[src/sv/rsld_pkg.sv]
package rsld_pkg;

    // channel counts
    localparam int BAND_CHANNELS_DEF = 201;
    localparam int LIST_CHANNELS_DEF = 17;

    // field widths
    localparam int CFG_DATA_W = 16;
    localparam int CFG_IDX_W  = 3;

    typedef logic signed [8:0] rssi_t;
    typedef logic signed [9:0] thr_t;
    typedef logic [7:0]        chan_t;
    typedef logic [31:0]       ms_t;
    typedef logic [31:0]       hz_t;

    // register indexes
    typedef enum logic [CFG_IDX_W-1:0] {
        REG_SCAN_MODE        = 3'd0,
        REG_SENSITIVITY      = 3'd1,
        REG_THRESHOLD_OFFSET = 3'd2,
        REG_LOCK_DROP        = 3'd3,
        REG_NOISE_FLOOR      = 3'd4,
        REG_LOCK_HOLD_MS     = 3'd5
    } cfg_reg_t;

    // command codes
    localparam logic CMD_CALIBRATE = 1'b0;
    localparam logic CMD_MEASURE   = 1'b1;

    // register reset values
    localparam logic        SCAN_MODE_RST        = 1'b0;
    localparam logic [2:0]  SENSITIVITY_RST      = 3'd3;
    localparam logic [5:0]  THRESHOLD_OFFSET_RST = 6'd16;
    localparam logic [5:0]  LOCK_DROP_RST        = 6'd10;
    localparam rssi_t       NOISE_FLOOR_RST      = -9'sd160;
    localparam logic [15:0] LOCK_HOLD_MS_RST     = 16'd20000;

    // threshold saturation limits
    localparam logic signed [10:0] THR_MAX = 11'sd255;
    localparam logic signed [10:0] THR_MIN = -11'sd512;

    // band plan
    localparam hz_t BAND_START_HZ = 32'd380000000;
    localparam hz_t BAND_STEP_HZ  = 32'd25000;

    // fixed list
    localparam int          LIST_TABLE_LEN = 17;
    // floor(x * 241 / 4096) equals floor(x / 17) for every 8-bit x
    localparam logic [15:0] RECIP_LIST_LEN = 16'd241;

    // slot of a channel in the fixed frequency table
    function automatic logic [4:0] list_slot(input chan_t ch);
        logic [15:0] prod;
        logic [7:0]  whole;
        prod  = 16'(ch) * RECIP_LIST_LEN;
        whole = 8'(prod[15:12]) * 8'(LIST_TABLE_LEN);
        return 5'(ch - whole);
    endfunction

    // fixed frequency table
    function automatic hz_t list_freq(input logic [4:0] slot);
        hz_t f;
        case (slot)
            5'd0:    f = 32'd389540000;
            5'd1:    f = 32'd388790000;
            5'd2:    f = 32'd389170000;
            5'd3:    f = 32'd380450000;
            5'd4:    f = 32'd380425000;
            5'd5:    f = 32'd380400000;
            5'd6:    f = 32'd379650000;
            5'd7:    f = 32'd380500000;
            5'd8:    f = 32'd379625000;
            5'd9:    f = 32'd380375000;
            5'd10:   f = 32'd379375000;
            5'd11:   f = 32'd380325000;
            5'd12:   f = 32'd380300000;
            5'd13:   f = 32'd379300000;
            5'd14:   f = 32'd380025000;
            5'd15:   f = 32'd384437500;
            5'd16:   f = 32'd384712500;
            default: f = 32'd0;
        endcase
        return f;
    endfunction

endpackage

[src/sv/rsld_in_if.sv]
interface rsld_in_if;
    logic            valid;
    logic            ready;
    logic            command;
    rsld_pkg::chan_t cal_channel;
    rsld_pkg::rssi_t rssi_first;
    rsld_pkg::rssi_t window_min;
    rsld_pkg::ms_t   now_ms;

    modport source (
        output valid, command, cal_channel, rssi_first, window_min, now_ms,
        input  ready
    );
    modport sink (
        input  valid, command, cal_channel, rssi_first, window_min, now_ms,
        output ready
    );
endinterface

[src/sv/rsld_out_if.sv]
interface rsld_out_if;
    logic            valid;
    logic            ready;
    logic            detected;
    logic            lock_active;
    logic            new_lock;
    rsld_pkg::chan_t channel_index;
    rsld_pkg::hz_t   next_freq_hz;
    rsld_pkg::thr_t  threshold_used;

    modport source (
        output valid, detected, lock_active, new_lock, channel_index, next_freq_hz,
               threshold_used,
        input  ready
    );
    modport sink (
        input  valid, detected, lock_active, new_lock, channel_index, next_freq_hz,
               threshold_used,
        output ready
    );
endinterface

[src/sv/rsld_baseline_ram.sv]
module rsld_baseline_ram #(
    parameter int DEPTH = rsld_pkg::BAND_CHANNELS_DEF
) (
    input  logic                     clk,
    input  logic                     we,
    input  logic [$clog2(DEPTH)-1:0] waddr,
    input  rsld_pkg::rssi_t          wdata,
    input  logic                     re,
    input  logic [$clog2(DEPTH)-1:0] raddr,
    output rsld_pkg::rssi_t          rdata
);

    rsld_pkg::rssi_t mem [DEPTH];
    rsld_pkg::rssi_t rdata_reg;

    // one write port, one registered read port
    always_ff @(posedge clk)
    begin
        if (we)
        begin
            mem[waddr] <= wdata;
        end
        if (re)
        begin
            rdata_reg <= mem[raddr];
        end
    end

    assign rdata = rdata_reg;

endmodule

[src/sv/rssi_scan_lock_detector.sv]
// Scanning energy detector with lock hold. Calibrate words store a per-channel
// baseline in a simple dual-port RAM; measure words compare the first reading and the
// window minimum against a saturated threshold built from the baseline (band
// mode) or the noise floor (list mode), offset, sensitivity and lock drop, and
// then lock, hold, time out or advance the scan. A word is accepted, the
// baseline is read at that edge, and its result passes from the lookup stage
// into the output register. Calibrate words stream at one per cycle while the
// output drains. After a measure word, the next word is held off until the lock
// and scan state written by the measure has landed, since it picks the channel
// (and the RAM address) the following measure reads. Results wait in a one-word
// output register; lock_active, channel_index and next_freq_hz are decoded from
// the live lock/scan state, which does not move while a result is waiting.
module rssi_scan_lock_detector #(
    parameter int BAND_CHANNELS = rsld_pkg::BAND_CHANNELS_DEF,
    parameter int LIST_CHANNELS = rsld_pkg::LIST_CHANNELS_DEF
) (
    input  logic                               clk,
    input  logic                               rst_n,
    rsld_in_if.sink                            item,
    rsld_out_if.source                         result,
    input  logic                               cfg_we,
    input  logic [rsld_pkg::CFG_IDX_W-1:0]     cfg_index,
    input  logic [rsld_pkg::CFG_DATA_W-1:0]    cfg_data
);

    localparam int         AW       = $clog2(BAND_CHANNELS);
    localparam logic [8:0] BAND_CNT = 9'(BAND_CHANNELS);
    localparam logic [8:0] LIST_CNT = 9'(LIST_CHANNELS);

    // configuration registers
    logic            scan_mode_reg;
    logic [2:0]      sensitivity_reg;
    logic [5:0]      threshold_offset_reg;
    logic [5:0]      lock_drop_reg;
    rsld_pkg::rssi_t noise_floor_reg;
    logic [15:0]     lock_hold_ms_reg;

    // lock and scan state
    logic            lock_flag_reg,    lock_flag_next;
    rsld_pkg::ms_t   lock_time_reg,    lock_time_next;
    rsld_pkg::chan_t scan_pos_reg,     scan_pos_next;
    rsld_pkg::chan_t held_channel_reg, held_channel_next;

    // lookup stage
    logic            s1_valid_reg;
    logic            s1_measure_reg;
    logic            s1_use_base_reg;
    rsld_pkg::chan_t s1_ch_reg;
    rsld_pkg::rssi_t s1_rssi_reg;
    rsld_pkg::rssi_t s1_wmin_reg;
    rsld_pkg::ms_t   s1_now_reg;

    // output register
    logic            out_valid_reg;
    logic            out_detected_reg;
    logic            out_new_lock_reg;
    rsld_pkg::thr_t  out_thr_reg;

    logic            s1_adv;
    logic            accept;
    logic [8:0]      chan_cnt;
    rsld_pkg::chan_t ch_sel;
    logic            use_base;
    logic            cal_ok;
    rsld_pkg::rssi_t ram_rdata;

    rsld_pkg::rssi_t       base;
    logic signed [10:0]    thr_sum;
    rsld_pkg::thr_t        thr;
    logic signed [10:0]    thr_ext;
    logic signed [10:0]    rssi_ext;
    logic signed [10:0]    wmin_ext;
    logic                  hit;
    logic                  fresh;
    logic                  timeout;
    rsld_pkg::ms_t         elapsed;
    logic [8:0]            ch_inc;

    rsld_pkg::chan_t nc;
    rsld_pkg::hz_t   band_freq;

    // handshake: a measure in flight holds off the next word
    assign s1_adv     = s1_valid_reg && (!out_valid_reg || result.ready);
    assign item.ready = !s1_valid_reg || (s1_adv && !s1_measure_reg);
    assign accept     = item.valid && item.ready;

    // channel for a new measure word
    always_comb
    begin
        chan_cnt = scan_mode_reg ? BAND_CNT : LIST_CNT;
        if (lock_flag_reg)
        begin
            ch_sel = held_channel_reg;
        end
        else if ({1'b0, scan_pos_reg} >= chan_cnt)
        begin
            ch_sel = '0;
        end
        else
        begin
            ch_sel = scan_pos_reg;
        end
        use_base = scan_mode_reg && ({1'b0, ch_sel} < BAND_CNT);
        cal_ok   = {1'b0, item.cal_channel} < BAND_CNT;
    end

    // baseline store
    rsld_baseline_ram #(
        .DEPTH (BAND_CHANNELS)
    ) u_ram (
        .clk   (clk),
        .we    (accept && (item.command == rsld_pkg::CMD_CALIBRATE) && cal_ok),
        .waddr (item.cal_channel[AW-1:0]),
        .wdata (item.rssi_first),
        .re    (accept && (item.command == rsld_pkg::CMD_MEASURE) && use_base),
        .raddr (ch_sel[AW-1:0]),
        .rdata (ram_rdata)
    );

    // threshold and hit decision
    always_comb
    begin
        base    = s1_use_base_reg ? ram_rdata : noise_floor_reg;
        thr_sum = {{2{base[8]}}, base}
                + 11'(threshold_offset_reg)
                - 11'({sensitivity_reg, 1'b0})
                - (lock_flag_reg ? 11'(lock_drop_reg) : 11'd0);
        if (thr_sum > rsld_pkg::THR_MAX)
        begin
            thr = rsld_pkg::THR_MAX[9:0];
        end
        else if (thr_sum < rsld_pkg::THR_MIN)
        begin
            thr = rsld_pkg::THR_MIN[9:0];
        end
        else
        begin
            thr = thr_sum[9:0];
        end
        thr_ext  = {thr[9], thr};
        rssi_ext = {{2{s1_rssi_reg[8]}}, s1_rssi_reg};
        wmin_ext = {{2{s1_wmin_reg[8]}}, s1_wmin_reg};
        hit      = s1_measure_reg && (rssi_ext > thr_ext) && (wmin_ext >= thr_ext);
        fresh    = hit && !lock_flag_reg;
        elapsed  = s1_now_reg - lock_time_reg;
        timeout  = elapsed > {16'd0, lock_hold_ms_reg};
        ch_inc   = {1'b0, s1_ch_reg} + 9'd1;
    end

    // lock and scan update
    always_comb
    begin
        lock_flag_next    = lock_flag_reg;
        lock_time_next    = lock_time_reg;
        scan_pos_next     = scan_pos_reg;
        held_channel_next = held_channel_reg;
        if (s1_adv && s1_measure_reg)
        begin
            if (lock_flag_reg)
            begin
                if (hit)
                begin
                    lock_time_next = s1_now_reg;
                end
                else if (timeout)
                begin
                    lock_flag_next = 1'b0;
                    scan_pos_next  = '0;
                end
            end
            else if (hit)
            begin
                lock_flag_next    = 1'b1;
                lock_time_next    = s1_now_reg;
                held_channel_next = s1_ch_reg;
            end
            else
            begin
                scan_pos_next = (ch_inc >= chan_cnt) ? '0 : ch_inc[7:0];
            end
        end
    end

    // configuration writes
    always_ff @(posedge clk or negedge rst_n)
    begin
        if (!rst_n)
        begin
            scan_mode_reg        <= rsld_pkg::SCAN_MODE_RST;
            sensitivity_reg      <= rsld_pkg::SENSITIVITY_RST;
            threshold_offset_reg <= rsld_pkg::THRESHOLD_OFFSET_RST;
            lock_drop_reg        <= rsld_pkg::LOCK_DROP_RST;
            noise_floor_reg      <= rsld_pkg::NOISE_FLOOR_RST;
            lock_hold_ms_reg     <= rsld_pkg::LOCK_HOLD_MS_RST;
        end
        else if (cfg_we)
        begin
            unique case (rsld_pkg::cfg_reg_t'(cfg_index))
                rsld_pkg::REG_SCAN_MODE:        scan_mode_reg        <= cfg_data[0];
                rsld_pkg::REG_SENSITIVITY:      sensitivity_reg      <= cfg_data[2:0];
                rsld_pkg::REG_THRESHOLD_OFFSET: threshold_offset_reg <= cfg_data[5:0];
                rsld_pkg::REG_LOCK_DROP:        lock_drop_reg        <= cfg_data[5:0];
                rsld_pkg::REG_NOISE_FLOOR:      noise_floor_reg      <= cfg_data[8:0];
                rsld_pkg::REG_LOCK_HOLD_MS:     lock_hold_ms_reg     <= cfg_data[15:0];
                default:                        ;
            endcase
        end
    end

    // state and pipeline control
    always_ff @(posedge clk or negedge rst_n)
    begin
        if (!rst_n)
        begin
            lock_flag_reg    <= 1'b0;
            lock_time_reg    <= '0;
            scan_pos_reg     <= '0;
            held_channel_reg <= '0;
            s1_valid_reg     <= 1'b0;
            out_valid_reg    <= 1'b0;
        end
        else
        begin
            lock_flag_reg    <= lock_flag_next;
            lock_time_reg    <= lock_time_next;
            scan_pos_reg     <= scan_pos_next;
            held_channel_reg <= held_channel_next;
            if (accept)
            begin
                s1_valid_reg <= 1'b1;
            end
            else if (s1_adv)
            begin
                s1_valid_reg <= 1'b0;
            end
            if (s1_adv)
            begin
                out_valid_reg <= 1'b1;
            end
            else if (result.ready)
            begin
                out_valid_reg <= 1'b0;
            end
        end
    end

    // stage payload
    always_ff @(posedge clk)
    begin
        if (accept)
        begin
            s1_measure_reg  <= item.command == rsld_pkg::CMD_MEASURE;
            s1_use_base_reg <= use_base;
            s1_ch_reg       <= ch_sel;
            s1_rssi_reg     <= item.rssi_first;
            s1_wmin_reg     <= item.window_min;
            s1_now_reg      <= item.now_ms;
        end
        if (s1_adv)
        begin
            out_detected_reg <= hit;
            out_new_lock_reg <= fresh;
            out_thr_reg      <= s1_measure_reg ? thr : '0;
        end
    end

    // next channel and its frequency
    always_comb
    begin
        nc        = lock_flag_reg ? held_channel_reg : scan_pos_reg;
        band_freq = rsld_pkg::BAND_START_HZ + 32'(nc) * rsld_pkg::BAND_STEP_HZ;
    end

    assign result.valid          = out_valid_reg;
    assign result.detected       = out_detected_reg;
    assign result.new_lock       = out_new_lock_reg;
    assign result.threshold_used = out_thr_reg;
    assign result.lock_active    = lock_flag_reg;
    assign result.channel_index  = nc;
    assign result.next_freq_hz   = scan_mode_reg ? band_freq
                                 : rsld_pkg::list_freq(rsld_pkg::list_slot(nc));

endmodule

[src/flat_wrapper.sv]
// flat-port wrapper written by rule: the top's interface ports become plain ports
module rssi_scan_lock_detector_flat 
#(
    parameter int BAND_CHANNELS = rsld_pkg::BAND_CHANNELS_DEF,
    parameter int LIST_CHANNELS = rsld_pkg::LIST_CHANNELS_DEF
)
  (clk, rst_n, cfg_we, cfg_index, cfg_data, item_valid, item_command, item_cal_channel, item_rssi_first, item_window_min, item_now_ms, item_ready, result_valid, result_detected, result_lock_active, result_new_lock, result_channel_index, result_next_freq_hz, result_threshold_used, result_ready);
  rsld_in_if item_i ();
  rsld_out_if result_i ();
  input  logic clk;
  input  logic rst_n;
  input  logic cfg_we;
  input  logic [rsld_pkg::CFG_IDX_W-1:0] cfg_index;
  input  logic [rsld_pkg::CFG_DATA_W-1:0] cfg_data;
  input wire logic [$bits(item_i.valid)-1:0] item_valid;
  input wire logic [$bits(item_i.command)-1:0] item_command;
  input wire logic [$bits(item_i.cal_channel)-1:0] item_cal_channel;
  input wire logic [$bits(item_i.rssi_first)-1:0] item_rssi_first;
  input wire logic [$bits(item_i.window_min)-1:0] item_window_min;
  input wire logic [$bits(item_i.now_ms)-1:0] item_now_ms;
  output wire logic [$bits(item_i.ready)-1:0] item_ready;
  output wire logic [$bits(result_i.valid)-1:0] result_valid;
  output wire logic [$bits(result_i.detected)-1:0] result_detected;
  output wire logic [$bits(result_i.lock_active)-1:0] result_lock_active;
  output wire logic [$bits(result_i.new_lock)-1:0] result_new_lock;
  output wire logic [$bits(result_i.channel_index)-1:0] result_channel_index;
  output wire logic [$bits(result_i.next_freq_hz)-1:0] result_next_freq_hz;
  output wire logic [$bits(result_i.threshold_used)-1:0] result_threshold_used;
  input wire logic [$bits(result_i.ready)-1:0] result_ready;
  assign item_i.valid = item_valid;
  assign item_i.command = item_command;
  assign item_i.cal_channel = item_cal_channel;
  assign item_i.rssi_first = item_rssi_first;
  assign item_i.window_min = item_window_min;
  assign item_i.now_ms = item_now_ms;
  assign item_ready = item_i.ready;
  assign result_valid = result_i.valid;
  assign result_detected = result_i.detected;
  assign result_lock_active = result_i.lock_active;
  assign result_new_lock = result_i.new_lock;
  assign result_channel_index = result_i.channel_index;
  assign result_next_freq_hz = result_i.next_freq_hz;
  assign result_threshold_used = result_i.threshold_used;
  assign result_i.ready = result_ready;
  rssi_scan_lock_detector #(.BAND_CHANNELS(BAND_CHANNELS), .LIST_CHANNELS(LIST_CHANNELS)) u_core (.clk(clk), .rst_n(rst_n), .item(item_i), .result(result_i), .cfg_we(cfg_we), .cfg_index(cfg_index), .cfg_data(cfg_data));
endmodule
[config.mk]
export PLATFORM = sky130hd
export DESIGN_NAME = rssi_scan_lock_detector_flat
export DESIGN_NICKNAME = d
export VERILOG_FILES = /design/src/sv/rsld_pkg.sv /design/src/sv/rsld_in_if.sv /design/src/sv/rsld_out_if.sv /design/src/sv/rsld_baseline_ram.sv /design/src/sv/rssi_scan_lock_detector.sv /design/src/flat_wrapper.sv
export SDC_FILE = /design/constraint.sdc
export NUM_CORES = 2
export LEC_CHECK = 0
export ABC_CLOCK_PERIOD_IN_PS = 19100
export BUFFER_PORTS_ARGS = -buffer_cell sky130_fd_sc_hd__buf_2
export CAP_MARGIN = 0
export CORE_UTILIZATION = 47
export CTS_BUF_LIST = sky130_fd_sc_hd__clkbuf_16
export DETAILED_ROUTE_END_ITERATION = 7
export HOLD_SLACK_MARGIN = 0.03
export PLACE_DENSITY = 0.69
export SLEW_MARGIN = 15
export SYNTH_ARGS = -nofsm -noshare
export SYNTH_HDL_FRONTEND = slang
export SYNTH_SLANG_ARGS = --single-unit
[constraint.sdc]
create_clock -name clk -period 19.1 [get_ports clk]
set_input_delay 3.82 -clock clk [delete_from_list [all_inputs] [get_ports clk]]
set_output_delay 3.82 -clock clk [all_outputs]
set_load 0.005 [all_outputs]
---- Yosys cells after proc, flatten, opt, wreduce, memory -nomap -nowiden ----
Memory sizes are Yosys's and may differ from the RTL's. A register that Yosys moved wholly into a read port is not among the register bits.
Index checks and enable logic that the tools add are counted.
storage, ports and cells
  output and inout bits ................... 55
  bits in writable memories ............... 1809
  bits in registers ....................... 164
  input port bits ......................... 83
  memories kept ........................... 2
  memory bits (read-only) ................. 832
  logic and storage cells ................. 105
operators by class
  $lt $le $gt $ge ......................... 9
  bitwise operators ....................... 3
  reductions and logical operators ........ 30
  multiplexer cells ....................... 24
  equality and inequality tests ........... 6
  add/sub/neg operators ................... 7
  multipliers ............................. 3
memories
  memory            depth  width  rd ports  clocked after Yosys merged registers in  wr ports  line                     text
  u_core.u_ram.mem  201    9      1         1                                        1         rsld_baseline_ram.sv:13  rsld_pkg::rssi_t mem [DEPTH];
  (no name shown)   32     26     1         0                                        0         rsld_pkg.sv:64           case (slot)
operator list
  operator                  number
  $mux W8                   9
  $gt A32 B16 Y1            1
  $mux W32                  1
  $sub A32 B32 Y32          1
  $add A29 B23 Y30 const A  1
  $mul A8 B12 Y20 const B   1
  $mux W10                  2
  $lt A8 B8 Y1 const B      2
  $mul A8 B8 Y16 const B    1
  $reduce_and A2 Y1         7
  $logic_and A1 B1 Y1       12
  $gt A11 B9 Y1 const B     1
  $lt A11 B10 Y1 const B    1
  $sub A11 B11 Y11          1
  $sub A11 B4 Y11           1
  $add A9 B7 Y10            1
  $ge A9 B10 Y1             1
  $gt A9 B10 Y1             1
  $mux W1                   10
  $add A8 B1 Y9 const B     1
  $ge A8 B9 Y1              1
  $ge A9 B9 Y1              1
  $mux W9                   1
  $eq A3 B2 Y1 const B      2
  12 further kinds          21

---- Logic depth before layout (Yosys ltp) ----
  depth in word-level cells ............... 12
  depth in mapped cells ................... 35
  mapped depth without buffers ............ 28

---- By module ----
From an unflattened synthesis, not the netlist that was laid out.
second synthesis, totals
  cell total of the unflattened synthesis .. 4757
  area total of the unflattened synthesis .. 84189.5 µm²
by module, submodules not included
  module                   times used  seq. area each (µm²)  cells each  area each (µm²)
  rsld_baseline_ram        1           54592.4               3372        70412.5
  rssi_scan_lock_detector  1           4480.5                1385        13777.0

---- Least setup slack after synthesis ----
OpenSTA, ideal clock, no wires.
  path type ............................... reg2out
  start ................................... register u_core.lock_flag_reg, in the netlist u_core.result.lock_active
  end ..................................... output result_next_freq_hz[22]
  cell stages (with the launch flop) ...... 34
  data required time ...................... 15280 ps
  arrival ................................. 7994 ps
  path slack .............................. 7286 ps
  buffers on the path ..................... 7
  path through ............................ dfrtp_1 -> clkbuf_1 -> mux2_2 -> buf_2 -> buf_1 -> clkbuf_1 -> clkbuf_1 -> buf_1 -> fa_1 -> inv_1 -> fa_1 -> fa_1 -> inv_1 -> ha_1 -> ha_1 -> nand3_1 -> nor3_1 -> o21a_1 -> o21ai_0 -> a211o_1 -> xnor2_1 -> ha_1 -> fa_1 -> inv_1 -> fa_1 -> a211oi_1 -> xnor2_1 -> xnor2_1 -> xnor3_1 -> and3_1 -> clkbuf_1 -> a31oi_1 -> and2_1 -> a31oi_1
on the way
  word-level cells in the longest chain between the ends .. 6
  elaborated cells between the ends (all ways) .. 8
  classes of those cells .................. add/sub: 2; mul: 3; mux: 2; memory: 1
RTL lines
  what                               line                            text
  start: declaration                 rssi_scan_lock_detector.sv:39   logic lock_flag_reg, lock_flag_next;
  start signal: assignment           rssi_scan_lock_detector.sv:224  lock_flag_reg <= lock_flag_next;
  $mux W8 *                          rssi_scan_lock_detector.sv:270  nc = lock_flag_reg ? held_channel_reg : scan_pos_reg;
  named net result_channel_index[0]  flat_wrapper.sv:26              output wire logic [$bits(result_i.channel_index)-1:0] result_channel_index;
  $mul A8 B8 Y16                     rsld_pkg.sv:56                  prod = 16'(ch) * RECIP_LIST_LEN;
  $mul A4 B5 Y5                      rsld_pkg.sv:57                  whole = 8'(prod[15:12]) * 8'(LIST_TABLE_LEN);
  $sub A5 B5 Y5                      rsld_pkg.sv:58                  return 5'(ch - whole);
  $mem_v2 Z32 W26                    n/a
  $mux W32 *                         rssi_scan_lock_detector.sv:280  assign result.next_freq_hz = scan_mode_reg ? band_freq
  end: declaration                   flat_wrapper.sv:27              output wire logic [$bits(result_i.next_freq_hz)-1:0] result_next_freq_hz;
The timed path passes the listed nets; every way through them passes the cells marked *.

---- Worst setup path in the final report ----
  start ................................... register u_core.lock_flag_reg, in the netlist u_core.result.lock_active
  end ..................................... output result_next_freq_hz[22]
on the way
  word-level cells in the longest chain between the ends .. 6
  elaborated cells between the ends (all ways) .. 8
  classes of those cells .................. add/sub: 2; mul: 3; mux: 2; memory: 1
RTL lines
  what             line
  $mux W8 *        rssi_scan_lock_detector.sv:270
  $mul A8 B8 Y16   rsld_pkg.sv:56
  $mul A4 B5 Y5    rsld_pkg.sv:57
  $sub A5 B5 Y5    rsld_pkg.sv:58
  $mem_v2 Z32 W26  n/a
  $mux W32 *       rssi_scan_lock_detector.sv:280
Mark *: on every way between the ends. The rest lies on a longest branch, timed or not.

==> key figures <==
Outcome
  • Status: complete, no violations

Clocking
  • H-tree Lvls: 4
  • TritonCTS Buffers: 196
  • CTS tree: yes
  • CTS Hold Bufs: 0
  • Setup bufs post-CTS: 0
  • CTS sink count: 1982
  • Clk_lat worst skew: ~0.86 ns
  • Clock root cell: clkbuf_16
  • Resized Gates After CTS: 0
  • Maximum root-to-sink buffer count: 3
  • CTS clk-pin slew, worst paths: 0.06 ns

Yosys
  • Synth area leaders: edfxtp_1 (68%), o221ai_1 (3.5%), nand2_1 (2.9%)
  • Synth warnings: 0
  • Number of synthesized register bits: 1982
  • Leading area contributor after synthesis: edfxtp_1
  • Synth Cell Area: 84000 sq um
  • EDFF count, synth: 1890
  • Sequential fraction of the synthesis area: 70.3%
  • Netlist cell types: 89
  • Yosys top cell area share: 67.6%
  • Synth Area per Inst: 14.0 sq um
  • Asr flop ratio synth: 4.64%
  • Ys flop type: edfxtp_1
  • Synth Instances: 6013

GRT
  • Vias in the first global route: 53400
  • Largest net degree at the start of global routing: 130
  • GRT Util Overall: 27.3%
  • First-pass GRT wire length: 364000 microns
  • Met1 Usage GRT: 37.3%
  • Gr ovfl total: 0
  • Grt met3 use: 7.12%
  • Gr busiest metal: met2
  • Met2 Use GR: 41.4%
  • Initial antenna violation count: 16

STA
  • Slew Viols, Final: 0
  • Total negative slack: 0 ns
  • Final setup skew: 0.0592 ns
  • Min cycle time layout: 13.61 ns
  • Actual transition at the worst max-transition pin: 1.35 ns
  • FMAX: approximately 73 MHz
  • Setup violators final: 0
  • Part of the cycle the worst path needs: 71.3%
  • RSZ-0062 raised after global routing: false
  • Slew margin rel.: 9.66%
  • Final hold vios: 0

Cells and area
  • Commonest non-fill, non-tap cell in the layout: edfxtp_1
  • Syn-to-layout area delta: 11.3%
  • Design Area, Final: 93500 sq um
  • Final nets: 6370
  • Largest register FFs: 1809
  • Most frequent cells in the layout: edfxtp_1 (1890), nand2_1 (635), nor2_1 (395)
  • Layout cells sized above 1: 11.8%

Critical path
  • Arrival @ worst endpoint: 9.79 ns
  • Worst endpoint required time: 15.28 ns
  • CP Class: flip-flop to output port
  • CP Launch Type: flip-flop
  • Crit-path max FO: 38
  • CP Capture Type: output port

Placed design
  • Final HPWL DP: about 150000 microns
  • Dpl cell area: 87300 sq um
  • GPL Wtd Cong: 0.900
  • PortBufs: 131

Drt
  • Antenna viol nets, final: 0
  • DRC viols: 0
  • DR vias: 55900
  • Drt total wl: about 250000 microns
  • Drt wl/cell: 29.3 microns
  • DR pass1 iterations: 6
  • Iteration-0 DRC Markers: 7960
  • Vias per std cell: 6.52

Die
  • Die ar.: 180000 sq um
  • Initial Utilization: 47.5%
  • Die Height: around 420 microns
  • Core ar.: 177000 sq um
  • Boundary Pins: around 140
  • Chip Width: 425 microns
  • FP Rows: 154

Min path
  • Hold crit path type: flip-flop to flip-flop

Job
  • Max_cap viols: 0
## cells in the mapped netlist (13+ instances only)
library cell / number
a22oi_1: 43
nand4_1: 51
o22ai_1: 121
o31ai_1: 16
a21o_1: 31
a311oi_1: 14
edfxtp_1: 1890
o211ai_1: 58
dfstp_2: 13
xor2_1: 31
xnor2_1: 36
nor2_1: 399
mux2i_1: 75
o21a_1: 19
a211oi_1: 65
ha_1: 182
a31oi_1: 230
nor4_1: 47
fa_1: 33
clkbuf_1: 301
dfrtp_1: 79
buf_1: 80
o21ai_0: 223
a2111oi_0: 16
nand2b_1: 19
o221ai_1: 337
nor3_1: 107
and3_1: 60
and2_1: 14
nand2_1: 644
o311ai_0: 14
nor2b_1: 17
a21oi_1: 170
nand3_1: 96
inv_1: 160
mux2_2: 115
## worst max-delay path, cell delays in order, from the launching register on
cell	delay, ns
dfrtp_1	0.68
buf_4	0.36
mux2_4	0.59
clkinv_2	0.87
fa_1	0.85
inv_1	0.05
fa_1	0.43
ha_1	0.30
ha_1	0.28
ha_1	0.26
o21ai_0	0.07
a211o_1	0.35
xnor2_1	0.19
ha_1	0.23
fa_1	0.51
inv_1	0.06
fa_1	0.43
a211oi_1	0.33
xnor2_1	0.18
xnor2_1	0.15
xnor3_1	0.78
and3_1	0.44
a31oi_1	0.11
and2_1	0.20
a31oi_1	0.12
buf_2	0.13
## worst paths after layout
path                                      endpoint  slack (ns)                 startpoint  cells past startpoint
hold / removal                 u_core.s1_valid_reg        0.50        u_core.s1_valid_reg                      1
min in group asynchronous   u_core.scan_pos_reg[3]        2.88                      rst_n                      1
setup reg to reg             u_core.u_ram.rdata[2]       10.65       u_core.scan_mode_reg                     16
hold reg to reg                u_core.s1_valid_reg        0.50        u_core.s1_valid_reg                      1
setup / recovery           result_next_freq_hz[22]        5.49  u_core.result.lock_active                     25
max in group asynchronous  u_core.lock_time_reg[9]       14.98                      rst_n                      2
## per-stage QoR
step                worst slack (ns)  instances  utilization, %  hold slack (ns)
floorplan                       7.29       6018               -            0.465
global placement                6.56       8214            49.4            0.474
detailed placement              6.44       8214            49.4            0.492
CTS                             5.50       8575            52.9            0.503
global route                    5.07       8577            52.9            0.522
finish                          5.49       8580            52.9            0.499
## routing by layer
layer	part of all wire [%]	wire length (microns)
met5	0.095	238
met4	4.6	11600
met3	13	31800
met2	45	113000
met1	38	95200
## layout make-up
type | count | area [sq um]
Clock buffer | 197 | 4930
Multi-Input combinational cell | 3475 | 23000
Fill cell | 14400 | 83400
Tap cell | 2340 | 2930
Timing Repair Buffer | 252 | 1660
Inverter | 165 | 644
Antenna cell | 5 | 12.5
Clock inverter | 164 | 1250
Sequential cell | 1982 | 59100
## cell families after synthesis
group           after synthesis  share of synthesized area [%]
compound gates             1485                           12.5
xor+xnor                     68                          0.725
fa+ha+maj                   216                           3.51
buf+inv                     561                           2.56
flops                      1982                           70.3
mux                         193                           2.50
other cells                   1                        0.00446
simple gates               1507                           7.88
Power is not shown: default switching activity piles up to over one toggle a cycle in this logic, so the estimate is an artifact.
